--- config.mk ---
export PLATFORM = sky130hd
export DESIGN_NAME = multichannel_window_min_max_average
export DESIGN_NICKNAME = d
export VERILOG_FILES = /design/src/rtl/core/mwmma_pkg.sv /design/src/rtl/core/mwmma_ram.sv /design/src/rtl/core/multichannel_window_min_max_average.sv
export SDC_FILE = /design/constraint.sdc
export NUM_CORES = 2
export LEC_CHECK = 0
export BUFFER_PORTS_ARGS = -buffer_cell sky130_fd_sc_hd__buf_2
export CAP_MARGIN = 20
export CORE_AREA = 2 2 321 323
export CTS_CLUSTER_DIAMETER = 100
export CTS_CLUSTER_SIZE = 25
export DETAILED_ROUTE_END_ITERATION = 12
export DIE_AREA = 0 0 323 325
export PLACE_DENSITY = 0.64
export SYNTH_ARGS = -nofsm -noshare
export SYNTH_HDL_FRONTEND = slang
export SYNTH_SLANG_ARGS = --single-unit
--- constraint.sdc ---
create_clock -name clk -period 10.49 [get_ports clk]
set_input_delay 1.5735 -clock clk [delete_from_list [all_inputs] [get_ports clk]]
set_output_delay 1.5735 -clock clk [all_outputs]
set_load 0.05 [all_outputs]
--- src/rtl/core/mwmma_pkg.sv ---
// Shared types and constants for the multichannel window min/max/average block.
// Holds the request structs, the per-channel entry layout and the control state type.
// No dependencies.
package mwmma_pkg;

    localparam int CHANNELS      = 8;
    localparam int CH_W          = $clog2(CHANNELS);
    localparam int HISTORY_DEPTH = 8;
    localparam int SLOT_W        = $clog2(HISTORY_DEPTH);

    localparam logic [15:0] MIN_START = 16'h1000;

    // configuration register indexes
    localparam logic [1:0] REG_WINDOW_SAMPLES = 2'd0;
    localparam logic [1:0] REG_AVERAGE_FACTOR = 2'd1;
    localparam logic [1:0] REG_AVERAGE_SHIFT  = 2'd2;
    localparam logic [1:0] REG_LAST_CHANNEL   = 2'd3;

    typedef struct packed {
        logic [2:0]         channel;
        logic signed [15:0] sample;
    } sample_req_t;

    typedef struct packed {
        logic [2:0]  out_channel;
        logic [15:0] window_max;
        logic [15:0] window_min;
        logic [15:0] window_average;
        logic [2:0]  history_slot;
        logic        history_full;
        logic        last_of_run;
    } result_req_t;

    typedef struct packed {
        logic [31:0] sum;
        logic [15:0] max;
        logic [15:0] min;
    } entry_t;

    localparam int ENTRY_W = $bits(entry_t);

    typedef enum logic [1:0] {
        ST_RUN,
        ST_READ,
        ST_CALC,
        ST_LOAD
    } state_t;

endpackage

--- src/rtl/core/mwmma_ram.sv ---
// Generic single-port-write, single-port-read synchronous RAM with registered read.
// Read during a write to the same address returns the old contents.
// No dependencies.
module mwmma_ram #(
    parameter int WIDTH = 64,
    parameter int DEPTH = 8
) (
    input  logic                     clk,
    input  logic                     we,
    input  logic [$clog2(DEPTH)-1:0] waddr,
    input  logic [WIDTH-1:0]         wdata,
    input  logic [$clog2(DEPTH)-1:0] raddr,
    output logic [WIDTH-1:0]         rdata
);

    logic [WIDTH-1:0] mem [DEPTH];

    always_ff @(posedge clk)
    begin
        if (we)
        begin
            mem[waddr] <= wdata;
        end
        rdata <= mem[raddr];
    end

endmodule

--- src/rtl/core/multichannel_window_min_max_average.sv ---
// Top level of the multichannel window min/max/average block.
// Depends on mwmma_pkg (types, constants) and mwmma_ram (per-channel accumulator store).
//
//  channel   direction  handshake                      payload
//  sample    into       sample_valid / sample_stall    sample_req  (channel, sample)
//  result    out of     result_valid / result_stall    result_req  (window fields)
//  config    into       cfg_we                         cfg_index, cfg_data
//
// A sample that does not close a window reads its accumulator entry in the accept
// cycle and writes it back in the next, with a one-entry forward path covering
// back-to-back samples to the same channel. A sample that closes a window holds the
// input while it writes back; the block then sweeps channels 0..last_channel, each
// result passing through read, multiply and load steps, the load waiting while the
// result register is held by result_stall.
// Reset clears control state and marks every entry as cleared (valid bits), so no
// clearing pass is needed. Input is held off while a sweep runs.
module multichannel_window_min_max_average
    import mwmma_pkg::*;
(
    input  logic        clk,
    input  logic        rst_n,

    input  logic        sample_valid,
    output logic        sample_stall,
    input  sample_req_t sample_req,

    output logic        result_valid,
    input  logic        result_stall,
    output result_req_t result_req,

    input  logic        cfg_we,
    input  logic [1:0]  cfg_index,
    input  logic [15:0] cfg_data
);

    // configuration registers
    logic [15:0] window_samples_reg;
    logic [15:0] average_factor_reg;
    logic [4:0]  average_shift_reg;
    logic [2:0]  last_channel_reg;

    // frame and ring tracking
    logic [15:0]       frame_count_reg;
    logic [SLOT_W-1:0] ring_index_reg;
    logic              ring_wrapped_reg;
    logic [SLOT_W-1:0] emit_slot_reg;
    logic              emit_full_reg;

    // update stage: sample waiting for its entry read data
    logic            st_valid_reg;
    logic [CH_W-1:0] st_ch_reg;
    logic [15:0]     st_mag_reg;
    logic            st_close_reg;

    // forward of the last written entry
    logic            fwd_valid_reg;
    logic [CH_W-1:0] fwd_ch_reg;
    entry_t          fwd_data_reg;

    logic [CHANNELS-1:0] entry_valid_reg;

    // sweep
    state_t          state_reg, state_next;
    logic [CH_W-1:0] sweep_ch_reg;
    logic [31:0]     prod_reg;
    logic [15:0]     sw_max_reg;
    logic [15:0]     sw_min_reg;

    logic        result_valid_reg;
    result_req_t result_req_reg;

    // memory port signals
    logic            ram_we;
    logic [CH_W-1:0] ram_raddr;
    entry_t          ram_wdata;
    logic [ENTRY_W-1:0] ram_rdata;

    // control decode
    logic        accept;
    logic        in_range;
    logic        is_last;
    logic [15:0] frame_inc;
    logic        closes;
    logic [15:0] mag;
    logic        load_ok;

    entry_t cur_entry;
    entry_t upd_entry;
    entry_t sweep_entry;
    entry_t cleared_entry;

    assign cleared_entry = '{sum: 32'd0, max: 16'd0, min: MIN_START};

    // ------------------------------------------------------------------
    // Input decode
    // ------------------------------------------------------------------
    assign accept    = sample_valid && !sample_stall;
    assign in_range  = (sample_req.channel <= last_channel_reg)
                    && ({1'b0, sample_req.channel} < 4'(CHANNELS));
    assign is_last   = (sample_req.channel == last_channel_reg);
    assign frame_inc = frame_count_reg + 16'd1;
    assign closes    = in_range && is_last && (frame_inc == window_samples_reg);
    // two's complement magnitude; the most negative code maps to 0x8000
    assign mag       = sample_req.sample[15] ? (~sample_req.sample + 16'd1)
                                             : sample_req.sample;

    assign load_ok = !result_valid_reg || !result_stall;

    // ------------------------------------------------------------------
    // Read-modify-write of the accumulator entry
    // ------------------------------------------------------------------
    always_comb
    begin
        if (fwd_valid_reg && (fwd_ch_reg == st_ch_reg))
        begin
            cur_entry = fwd_data_reg;
        end
        else if (entry_valid_reg[st_ch_reg])
        begin
            cur_entry = entry_t'(ram_rdata);
        end
        else
        begin
            cur_entry = cleared_entry;
        end

        upd_entry     = cur_entry;
        upd_entry.sum = cur_entry.sum + {16'd0, st_mag_reg};
        if (st_mag_reg > cur_entry.max)
        begin
            upd_entry.max = st_mag_reg;
        end
        if (st_mag_reg < cur_entry.min)
        begin
            upd_entry.min = st_mag_reg;
        end
    end

    assign ram_we    = st_valid_reg;
    assign ram_wdata = upd_entry;

    assign sweep_entry = entry_valid_reg[sweep_ch_reg] ? entry_t'(ram_rdata) : cleared_entry;

    mwmma_ram #(
        .WIDTH (ENTRY_W),
        .DEPTH (CHANNELS)
    ) u_entry_ram (
        .clk   (clk),
        .we    (ram_we),
        .waddr (st_ch_reg),
        .wdata (ram_wdata),
        .raddr (ram_raddr),
        .rdata (ram_rdata)
    );

    // ------------------------------------------------------------------
    // Control: next state
    // ------------------------------------------------------------------
    always_comb
    begin
        state_next = state_reg;
        case (state_reg)
            ST_RUN:
            begin
                // closing sample writes back this cycle; sweep starts after it
                if (st_valid_reg && st_close_reg)
                begin
                    state_next = ST_READ;
                end
            end
            ST_READ:
            begin
                state_next = ST_CALC;
            end
            ST_CALC:
            begin
                state_next = ST_LOAD;
            end
            ST_LOAD:
            begin
                if (load_ok)
                begin
                    state_next = (sweep_ch_reg == last_channel_reg) ? ST_RUN : ST_READ;
                end
            end
            default:
            begin
                state_next = ST_RUN;
            end
        endcase
    end

    // ------------------------------------------------------------------
    // Control: outputs
    // ------------------------------------------------------------------
    always_comb
    begin
        sample_stall = 1'b1;
        ram_raddr    = sweep_ch_reg;
        case (state_reg)
            ST_RUN:
            begin
                // hold input while a window-closing sample is still in the update stage
                sample_stall = st_valid_reg && st_close_reg;
                ram_raddr    = sample_req.channel[CH_W-1:0];
            end
            ST_READ, ST_CALC, ST_LOAD:
            begin
                sample_stall = 1'b1;
                ram_raddr    = sweep_ch_reg;
            end
            default:
            begin
                sample_stall = 1'b1;
                ram_raddr    = sweep_ch_reg;
            end
        endcase
    end

    // ------------------------------------------------------------------
    // Registers
    // ------------------------------------------------------------------
    always_ff @(posedge clk or negedge rst_n)
    begin
        if (!rst_n)
        begin
            window_samples_reg <= 16'd128;
            average_factor_reg <= 16'd1;
            average_shift_reg  <= 5'd7;
            last_channel_reg   <= 3'd7;
            frame_count_reg    <= 16'd0;
            ring_index_reg     <= '0;
            ring_wrapped_reg   <= 1'b0;
            st_valid_reg       <= 1'b0;
            st_close_reg       <= 1'b0;
            fwd_valid_reg      <= 1'b0;
            entry_valid_reg    <= '0;
            state_reg          <= ST_RUN;
            sweep_ch_reg       <= '0;
            result_valid_reg   <= 1'b0;
        end
        else
        begin
            state_reg <= state_next;

            if (cfg_we)
            begin
                case (cfg_index)
                    REG_WINDOW_SAMPLES: window_samples_reg <= cfg_data;
                    REG_AVERAGE_FACTOR: average_factor_reg <= cfg_data;
                    REG_AVERAGE_SHIFT:  average_shift_reg  <= cfg_data[4:0];
                    REG_LAST_CHANNEL:   last_channel_reg   <= cfg_data[2:0];
                    default:            ;
                endcase
            end

            // advance the update stage; drop samples outside the frame
            st_valid_reg <= accept && in_range;
            st_close_reg <= accept && closes;

            if (accept && in_range && is_last)
            begin
                if (closes)
                begin
                    frame_count_reg <= 16'd0;
                    if (ring_index_reg == SLOT_W'(HISTORY_DEPTH - 1))
                    begin
                        ring_index_reg   <= '0;
                        ring_wrapped_reg <= 1'b1;
                    end
                    else
                    begin
                        ring_index_reg <= ring_index_reg + SLOT_W'(1);
                    end
                end
                else
                begin
                    frame_count_reg <= frame_inc;
                end
            end

            fwd_valid_reg <= st_valid_reg;
            if (st_valid_reg)
            begin
                entry_valid_reg[st_ch_reg] <= 1'b1;
            end

            // sweep: clear each channel as it is read out
            if (state_reg == ST_CALC)
            begin
                entry_valid_reg[sweep_ch_reg] <= 1'b0;
            end
            if (state_reg == ST_LOAD && load_ok)
            begin
                sweep_ch_reg <= (sweep_ch_reg == last_channel_reg) ? '0
                                                                    : sweep_ch_reg + CH_W'(1);
            end

            if (state_reg == ST_LOAD && load_ok)
            begin
                result_valid_reg <= 1'b1;
            end
            else if (!result_stall)
            begin
                result_valid_reg <= 1'b0;
            end
        end
    end

    // payload registers
    always_ff @(posedge clk)
    begin
        if (accept)
        begin
            st_ch_reg  <= sample_req.channel[CH_W-1:0];
            st_mag_reg <= mag;
        end
        if (accept && closes)
        begin
            emit_slot_reg <= ring_index_reg;
            emit_full_reg <= ring_wrapped_reg
                          || (ring_index_reg == SLOT_W'(HISTORY_DEPTH - 1));
        end
        if (st_valid_reg)
        begin
            fwd_ch_reg   <= st_ch_reg;
            fwd_data_reg <= upd_entry;
        end
        if (state_reg == ST_CALC)
        begin
            prod_reg   <= (average_factor_reg > 16'd1)
                        ? 32'(sweep_entry.sum * {16'd0, average_factor_reg})
                        : sweep_entry.sum;
            sw_max_reg <= sweep_entry.max;
            sw_min_reg <= sweep_entry.min;
        end
        if (state_reg == ST_LOAD && load_ok)
        begin
            result_req_reg.out_channel    <= 3'(sweep_ch_reg);
            result_req_reg.window_max     <= sw_max_reg;
            result_req_reg.window_min     <= sw_min_reg;
            result_req_reg.window_average <= 16'(prod_reg >> average_shift_reg);
            result_req_reg.history_slot   <= 3'(emit_slot_reg);
            result_req_reg.history_full   <= emit_full_reg;
            result_req_reg.last_of_run    <= (sweep_ch_reg == last_channel_reg);
        end
    end

    assign result_valid = result_valid_reg;
    assign result_req   = result_req_reg;

endmodule

==> qor.yml <==
critical_path:
  critical_path_class: "flip-flop to flip-flop"
  cp.required_ns: 10.95
  end_kind: "flip-flop"
  crit_fanout: 31
  arrival_ns: 8.96
  r2r_start: "sweep_ch_reg[0]$_DFFE_PN0P_"
  startpoint_type: "flip-flop"
  r2r.worst_path.cells: 25
  crit_path_start: "sweep_ch_reg[0]$_DFFE_PN0P_"
detailed_routing:
  route.met2.wl_um: 56200
  drt_iter0_drc: 2593
  ant_nets: 0
  drc: 0
  firstDrtPassIters: 5
  viasPerCell: 5.70
  met3_length_um: 7240
  via_count: 27917
  top_layer: "met5"
  route.detailed.wl_per_inst_um: 23.2
  drt-met1-wl_um: 47600
  drt_wl_total_um: 114000
floorplanning:
  ios: 100
  initial_utilization_pct: 46.8
  coreArea_sq_um: 101000
  die_h_um: 325
  dieWidth_um: 323
  dieArea_sq_um: 105000
  num_rows: 117
yosys:
  synth-simple-area-share_pct: 8.37
  yosys.area_share.adder_pct: 16.1
  synth_ff_type: "edfxtp_1"
  yosysSeqAreaShare_pct: 52.5
  synth_compound_area_share_pct: 5.41
  ys_ff_latch: 863
  synth_enable_flop_cells: 722
  ys.warnings.count: 0
  synth_top_family_by_area: "adder cells"
  avgSynthCellArea_sq_um: 13.6
  syn_nets: 3964
  syn_inst: 3493
  netlist_area_sq_um: 47500
  synthArstFlopShare_pct: 8.92
  synth_mux_area_share_pct: 10.9
  synth_xor_area_share_pct: 2.12
  synth.distinct_cells: 81
sta:
  tightest_slew_ns: 1.15
  fmax_mhz: 118
  final-hold-violation-count: 0
  max_slew_margin_pct: 23.2
  fin_crit_sh_pct: 81.1
  final_max_slew_viol_count: 0
  fin_tns_setup_ns: 0
  rsz0062_at_grt: "no"
  finalCriticalPeriod_ns: 8.50
  finalSetupViolCount: 0
  fin_skew_ns: 0.0549
clocking:
  clock_latency_ns: 0.67
  ctsResizeCount: 0
  cts.sinks: 863
  cts_tree: "done"
  htreeDepth: 2
  cts_buffers: 42
  cts_setup_buffers: 0
  clk_pin_slew_ns: 0.10
  root_buffer: "clkbuf_16"
  cts_hold_buf: 0
  cts_buffer_depth: 3
grt:
  overflow: 0
  grt_antenna_before_repair: 5
  grt_pass1_wl_um: 176000
  grt_max_degree: 129
  grt_pass1_vias: 28844
  grt_use_total_pct: 22.0
layout:
  regArea_sq_um: 24900
  final_cell_mix: "722 x edfxtp_1, 386 x inv_1, 349 x nand2_1, 305 x fa_1, 159 x and3_1"
  multi_input_area_sq_um: 20500
  final_common_cell: "edfxtp_1"
  syn2layout_area_growth_pct: 6.95
  nFillCells: 8702
  antennaDiodeCount: 0
  drive_above_1_share_pct: 14.3
  largest_reg_flops: 512
  final_nets: 3970
hold_path:
  hp-start: "sw_min_reg[0]$_SDFFCE_PN0N_"
  worstHoldPathType: "flip-flop to flip-flop"
  hold_path_depth: 0
placement:
  dpl.hpwl_um: 75700
  gp_congestion: 0.908
  numPortBuffers: 99
run:
  drv_cap: 0
status:
  status: "finished, final reports clean"
-- final timing paths --
kind / end / slack, ns
max: prod_reg[31]$_DFFE_PN_ / 1.99
min: result_req[21]$_DFFE_PP_ / 0.43
max reg2reg: prod_reg[31]$_DFFE_PN_ / 1.99
min reg2reg: result_req[21]$_DFFE_PP_ / 0.43
max in group asynchronous: ram_we$_DFF_PN0_ / 8.65
min in group asynchronous: frame_count_reg[5]$_DFFE_PN0P_ / 1.10
-- metal layers --
metal / up-vias / track usage [%]
li1: 12376 / -
met1: 14436 / 30.0
met2: 944 / 37.1
met3: 159 / 2.91
met4: 2 / 5.63
met5: - / 0
-- synth_stat cells (17+ instances only) --
cell type / number / area, sq um
nor2_1: 86 / 323
nand4_1: 18 / 113
clkbuf_1: 146 / 548
nand2_1: 350 / 1310
xor2_1: 31 / 272
edfxtp_1: 722 / 21700
o21ai_0: 76 / 380
nand3_1: 25 / 125
buf_1: 25 / 93.8
mux4_2: 145 / 3270
nor3_1: 18 / 90.1
mux2_2: 113 / 1270
a21o_1: 33 / 248
xnor2_1: 84 / 736
inv_1: 387 / 1450
ha_1: 124 / 1550
nand2b_1: 17 / 106
a22o_1: 29 / 254
mux2i_1: 60 / 601
fa_1: 305 / 6110
nor2b_1: 72 / 450
a22oi_1: 38 / 285
dfrtp_1: 69 / 1730
a21oi_1: 90 / 450
and3_1: 159 / 995
dfxtp_1: 64 / 1280
-- logic make-up after synthesis --
| kind of cell | Yosys count |
|---|---|
| xor gates and xnor gates | 115 |
| muxes | 321 |
| and+or+nand+nor | 806 |
| AOI/OAI and AO/OA | 388 |
| buffers and inverters | 571 |
| DFF | 863 |
| adders and majority gates | 429 |
-- critical path, cell delays in order (launching register included) --
cell and delay, ns:
dfrtp_1 0.54, mux4_2 0.40, nand2_1 0.09, and2_2 0.46
nor2b_1 0.93, nand2_1 0.21, fa_1 0.59, inv_1 0.06
fa_1 0.53, inv_1 0.05, fa_1 0.50, inv_1 0.06
fa_1 0.49, fa_1 0.49, inv_1 0.05, fa_1 0.47
inv_1 0.04, ha_1 0.38, nand4_1 0.24, nor4_1 0.42
a22o_1 0.18, nand2b_1 0.16, o21ai_0 0.21, a31o_2 0.27
o41a_1 0.37, o22ai_1 0.15
-- stage by stage --
step | hold slack, ns | setup WS, ns | instance area (sq um) | util (%) | cells
2_1_floorplan | 0.400 | 3.05 | 47500 | - | 3493
3_3_place_gp | 0.404 | 2.10 | 49400 | 48.8 | 4821
3_5_place_dp | 0.405 | 2.05 | 49400 | 48.8 | 4822
4_1_cts | 0.428 | 2.01 | 50700 | 50.1 | 4898
5_1_grt | 0.431 | 1.45 | 50800 | 50.1 | 4899
6_report | 0.427 | 1.99 | 50800 | 50.1 | 4899
-- layout make-up --
| class | count | area share [%] |
|---|---|---|
| Clock buffer | 68 | 2.26 |
| Clock inverter | 8 | 0.298 |
| Inverter | 388 | 2.87 |
| Multi-Input combinational cell | 2059 | 40.4 |
| Sequential cell | 863 | 49.1 |
| Tap cell | 1368 | 3.37 |
| Timing Repair Buffer | 145 | 1.71 |
Power is left out: the tool's default activity adds up to more than one toggle a clock period on the data nets, which glitch-free logic cannot reach.
